===== config.mk =====
export PLATFORM = sky130hd
export DESIGN_NAME = kcct_ctrl
export DESIGN_NICKNAME = d
export VERILOG_FILES = /design/src/hw/rtl/kcct_pkg.sv /design/src/hw/rtl/kcct_ctrl.sv
export VERILOG_INCLUDE_DIRS = /design/src /design/src/hw/rtl
export SDC_FILE = /design/constraint.sdc
export NUM_CORES = 1
export LEC_CHECK = 0
export ABC_AREA = 1
export BUFFER_PORTS_ARGS = -buffer_cell sky130_fd_sc_hd__buf_2
export CAP_MARGIN = 40
export CORE_AREA = 2 2 39 41
export CTS_CLUSTER_SIZE = 25
export DETAILED_ROUTE_END_ITERATION = 16
export DIE_AREA = 0 0 41 43
export SYNTH_ARGS = -nofsm -noshare
export SYNTH_HDL_FRONTEND = slang
export SYNTH_SLANG_ARGS = --single-unit
export TNS_END_PERCENT = 30

===== constraint.sdc =====
create_clock -name aclk -period 1.1 [get_ports aclk]
set_input_delay 0.165 -clock aclk [delete_from_list [all_inputs] [get_ports aclk]]
set_output_delay 0.165 -clock aclk [all_outputs]
set_load 0.05 [all_outputs]

===== src/hw/rtl/assert_macros.svh =====
// Assertion macros shared by the call counter table RTL.
// Needs no other file; assertions compile away when SYNTHESIS is defined.
`ifndef ASSERT_MACROS_SVH
`define ASSERT_MACROS_SVH
`ifndef SYNTHESIS
`define KCCT_ASSERT(lbl, clk, rst_n, prop, msg) \
    lbl: assert property (@(posedge clk) disable iff (!rst_n) prop) else $error(msg);
`define KCCT_ASSERT_NEXT(lbl, clk, rst_n, pre, post, msg) \
    lbl: assert property (@(posedge clk) disable iff (!rst_n) (pre) |=> (post)) else $error(msg);
`else
`define KCCT_ASSERT(lbl, clk, rst_n, prop, msg)
`define KCCT_ASSERT_NEXT(lbl, clk, rst_n, pre, post, msg)
`endif
`endif


===== src/hw/rtl/kcct_pkg.sv =====
// Shared constants, types and helper functions of the call counter table.
// Used by the controller, the datapath and the top level; depends on nothing.
package kcct_pkg;

    localparam int TABLE_DEPTH    = 256;
    localparam int COUNT_BITS     = 16;
    localparam int INDEX_BITS     = $clog2(TABLE_DEPTH);
    localparam int FILL_BITS      = $clog2(TABLE_DEPTH + 1);
    localparam int KEY_BITS       = 30;
    localparam int DIR_BITS       = 2;
    localparam int OUT_INDEX_BITS = 8;
    localparam int OUT_COUNT_BITS = 16;
    localparam int OUT_USED_BITS  = 9;
    localparam int S_TDATA_BITS   = 32;
    localparam int M_TDATA_BITS   = 96;
    localparam int M_TUSER_BITS   = 2;

    localparam logic [DIR_BITS-1:0] DIR_UNKNOWN  = 2'd0;
    localparam logic [DIR_BITS-1:0] DIR_OUTGOING = 2'd1;
    localparam logic [DIR_BITS-1:0] DIR_INCOMING = 2'd2;

    typedef logic [COUNT_BITS-1:0] count_t;

    typedef struct packed {
        count_t total;
        count_t incoming;
        count_t outgoing;
    } counts_t;

    typedef struct packed {
        logic capture;
        logic scan;
        logic fetch;
        logic commit;
    } cmd_t;

    typedef struct packed {
        logic hit;
        logic miss;
        logic out_stall;
    } status_t;

    typedef enum logic [1:0] {
        ST_IDLE,
        ST_SCAN,
        ST_FETCH,
        ST_COMMIT
    } state_t;

    function automatic count_t sat_inc(input count_t v);
        return (v == '1) ? v : v + count_t'(1);
    endfunction

endpackage


===== src/hw/rtl/kcct_ctrl.sv =====
// Sequencer of the call counter table: accept, key scan, count fetch, commit.
// Depends on kcct_pkg and assert_macros.svh; drives the datapath by commands.
`include "assert_macros.svh"
module kcct_ctrl (
    input  logic              aclk,
    input  logic              aresetn,
    input  logic              s_tvalid,
    output logic              s_tready,
    input  kcct_pkg::status_t status,
    output kcct_pkg::cmd_t    cmd
);
    import kcct_pkg::*;

    state_t state_reg;
    state_t state_next;

    always_ff @(posedge aclk) begin
        if (!aresetn) begin
            state_reg <= ST_IDLE;
        end else begin
            state_reg <= state_next;
        end
    end

    always_comb begin
        state_next = state_reg;
        cmd        = '0;
        s_tready   = 1'b0;
        case (state_reg)
            ST_IDLE: begin
                s_tready = 1'b1;
                if (s_tvalid) begin
                    cmd.capture = 1'b1;
                    state_next  = ST_SCAN;
                end
            end
            ST_SCAN: begin
                cmd.scan = 1'b1;
                if (status.hit) begin
                    state_next = ST_FETCH;
                end else if (status.miss) begin
                    state_next = ST_COMMIT;
                end
            end
            ST_FETCH: begin
                cmd.fetch  = 1'b1;
                state_next = ST_COMMIT;
            end
            ST_COMMIT: begin
                if (!status.out_stall) begin
                    cmd.commit = 1'b1;
                    state_next = ST_IDLE;
                end
            end
            default: begin
                state_next = ST_IDLE;
            end
        endcase
    end

    `KCCT_ASSERT(a_cmd_onehot, aclk, aresetn, $onehot0({cmd.capture, cmd.scan, cmd.fetch, cmd.commit}), "more than one datapath command at once")
    `KCCT_ASSERT_NEXT(a_capture_scan, aclk, aresetn, cmd.capture, state_reg == ST_SCAN, "capture not followed by the key scan")
    `KCCT_ASSERT(a_fetch_after_hit, aclk, aresetn, (state_reg == ST_FETCH) |-> $past(status.hit), "count fetch without a key hit")

endmodule


# Word-level counts from Yosys, hierarchy flattened
# Index checks and enable logic that the tools add are counted.
[word_totals]
reg_bits = 2
output_inout_bits = 5
word_cells = 21
[op_classes]
n_eq_ne = 6
n_mux = 12
reduce_logical = 2
[op_table]
columns = ["cell", "n"]
rows = [
  ["2-to-1 mux 2 bit", 4],
  ["one-hot mux 2 bit (4 select lines)", 1],
  ["2-to-1 mux 1 bit", 7],
  ["equality test 2 bit, second input constant", 2],
  ["inequality test 2 bit, second input constant", 2],
  ["inequality test 3 bit, second input constant", 1],
  ["AND reduction 3 bit", 1],
  ["equality test 2 x 1 -> 1 bit, second input constant", 1],
  ["zero test 2 bit", 1],
]

# Depth between registers and ports, before layout
[logic_depth]
word_depth = 3
depth_mapped = 7

# Least setup slack after synthesis
# Ideal clock, no wire load.
[synth_timing]
path_type = "reg2out"
start = "reg state_reg[1]"
end = "out cmd[3] (netlist bit)"
t_arrival_ns = 1.343
required_time_ns = 0.935
slack_ns = -0.408
path_stages_with_launch = 5
cell_sequence = "dfxtp_1 inv_1 ha_1 nand2_1 inv_1"
[synth_lines]
columns = ["item", "line", "text"]
rows = [
  ["from (decl)", "kcct_ctrl.sv:14", "state_t state_reg;"],
  ["from (signal assigned)", "kcct_ctrl.sv:21", "state_reg <= state_next;"],
  ["to (decl)", "kcct_ctrl.sv:10", "output kcct_pkg::cmd_t cmd"],
]

==> impl_results.md <==
- Area Overhead vs Synth: 116%
- Tot GR Track Use: under 10%
- Worst EP arrival: between 1 and 1.5 ns
- Initial detailed-routing violation count: 1
- RSZ-0062 raised after global routing: yes
- Clock Path Buffers: 2
- Die footprint: about 1800 µm²
- Residual DRC count: 0
- Crit-path max cell delay: about 0.36 ns
- Hold buffer count at cts: 0
- Root Driver: clkbuf_4
- Fillers: about 160
- Final ANT Viol Nets: 0
- Vias in the first global route: around 220
- Mapped Nets: 39
- Max_cap viols: 0
- Max Slew Vio Count: 0
- DIE WIDTH: a little over 40 µm
- Layout Nets: a little under 60
- Largest net degree at the start of global routing: 5
- Post-DP HPWL: between 300 and 400 µm
- Outcome: finished, violations left
- IO Count: 11
- Type of origin of the critical path: flop
- Crit path required time: 0.94 ns
- Final WS setup: -0.143 ns
- Cell at the slowest stage of the critical path: dfxtp_4
- ANT cells: 0
- H-tree level count: 1
- Routability cong.: around 0.69
- Post-synthesis sequential area ratio: 20.8%
- DR vias: 234
- Setup Skew: between 0.0015 and 0.002 ns
- Final core occ: roughly 30%
- # setup viols final: 7
- Yosys reg bits: 2
- Finished Layout Cells: 62
- Clock transition at path regs: about 0.030 ns
- Most common cell after layout, fill and taps aside: nand2_1
- F_max: a little over 800 MHz
- R2R Path Start: state_reg[1]
- Worst-Skew Late Latency: between 0.2 and 0.25 ns
- Worst Hold Class: input pin to flop
- Worst-Margin Slew: 0.246 ns
- Crit path time final: around 1.2 ns
- Commonest cells after routing, fill and taps aside: 7 x nand2_1, 6 x buf_2, 4 x buf_4, 3 x nor2_1, 3 x clkbuf_4
- Routed WL: between 500 and 600 µm
- Syn_area_per_cell: 6.64 µm²
- Worst path cell trace: inv_4, ha_4, nand2_4, clkinvlp_4, buf_8
- Min-delay src: aresetn
- Number of CTS-inserted buffers: 3
- Core area: around 1400 µm²
- Worst slew margin: a little over four fifths
- Failing checks: setup timing
- Initial Util: between 10 and 15%
- First-pass GRT wire length: approximately 750 µm
- Post-Place Cells: 57
- Crit Path Max Fanout: 3
- Drt pass-1 iters: 3
- Average wire per standard cell: about 8.8 µm
- Final worst path period share: 113%
- Total gr overflow: 0
- Crit. End Element: primary output
- Rows: 14
- CP Launch Point: state_reg[1]
- TritonCTS clock tree: yes
- Synth Instances: 29
- Final hold vios: 0
- Warnings, synthesis: 0
- Buffers added on ports: 10
- Via density: about 3.8
- Number of library cell types mapped by synthesis: 11
- Setup CP Type: flop to primary output
- Die Y: 43 µm
- Clk sink count: 2
- Layout cell share with drive strength beyond 1: about two thirds
- Max FFs per register: 2
- Initial antenna violation count: 0
- Area of the mapped netlist: around 190 µm²
[Yosys cell counts]
library cell,instances,area share (%)
dfxtp_1,2,21
inv_2,1,1.9
nor2_1,5,9.7
nand3b_1,1,3.9
nand3_2,1,5.2
a21oi_1,1,2.6
inv_1,4,7.8
nand2_2,1,3.2
nand2_1,8,16
nor2_2,1,3.2
ha_1,4,26
[area by class of cell]
class / count / area, µm² / share of cell area (%)
Inverter: 5 / 27.5 / 6.61
Clock buffer: 3 / 22.5 / 5.41
Timing Repair Buffer: 14 / 113 / 27.0
Multi-Input combinational cell: 22 / 186 / 44.7
Sequential cell: 2 / 47.5 / 11.4
Tap cell: 16 / 20.0 / 4.80
[metal layers]
metal,vias to the layer above,routed length [µm],GRT usage [%]
li1,121,-,-
met4,0,0,6.00
met2,9,316,11.6
met1,104,192,5.08
met3,0,34,4.71
met5,-,0,0
[cell families (layout without fill, tap and decap cells)]
family,Yosys count,count (layout),synth area share [%]
adder cells (fa/ha/maj),4,4,26.0
AND/OR/NAND/NOR,17,17,40.9
AO/OA/AOI/OAI,1,1,2.59
flip-flops,2,2,20.8
buffers and inverters,5,22,9.74
[per-stage QoR]
stage	instance area, µm²	setup slack [ns]	setup TNS, ns	hold slack (ns)
3_3_place_gp	319	0.00260	0	0.406
3_5_place_dp	319	-0.0139	-0.0139	0.405
4_1_cts	408	-0.148	-0.615	0.166
5_1_grt	417	-0.189	-0.942	0.186
2_1_floorplan	234	-0.0359	-0.0359	0.278
6_report	417	-0.143	-0.636	0.172
[critical path, delay by kind of cell (launching register included)]
family	cells	cell delay (ns)
flops	1	0.36
fa+ha+maj	1	0.17
simple gates	1	0.06
buf+inv	3	0.28
[repair_timing]
item	in CTS	in global routing
setup buffers	2	0
pin swaps	1	0
setup endpoints to repair	5	7
gates resized for setup	15	3
hold endpoints to repair	0	0
[worst paths after layout]
check | to | slack [ns] | cells past startpoint
hold / removal | state_reg[0] | 0.17 | 3
setup / recovery | cmd[3] | -0.14 | 5
setup reg to reg | state_reg[0] | -0.05 | 7
hold reg to reg | state_reg[1] | 0.62 | 4
Power is left out: the tool's default activity adds up to more than one toggle a clock period on the data nets, which glitch-free logic cannot reach.
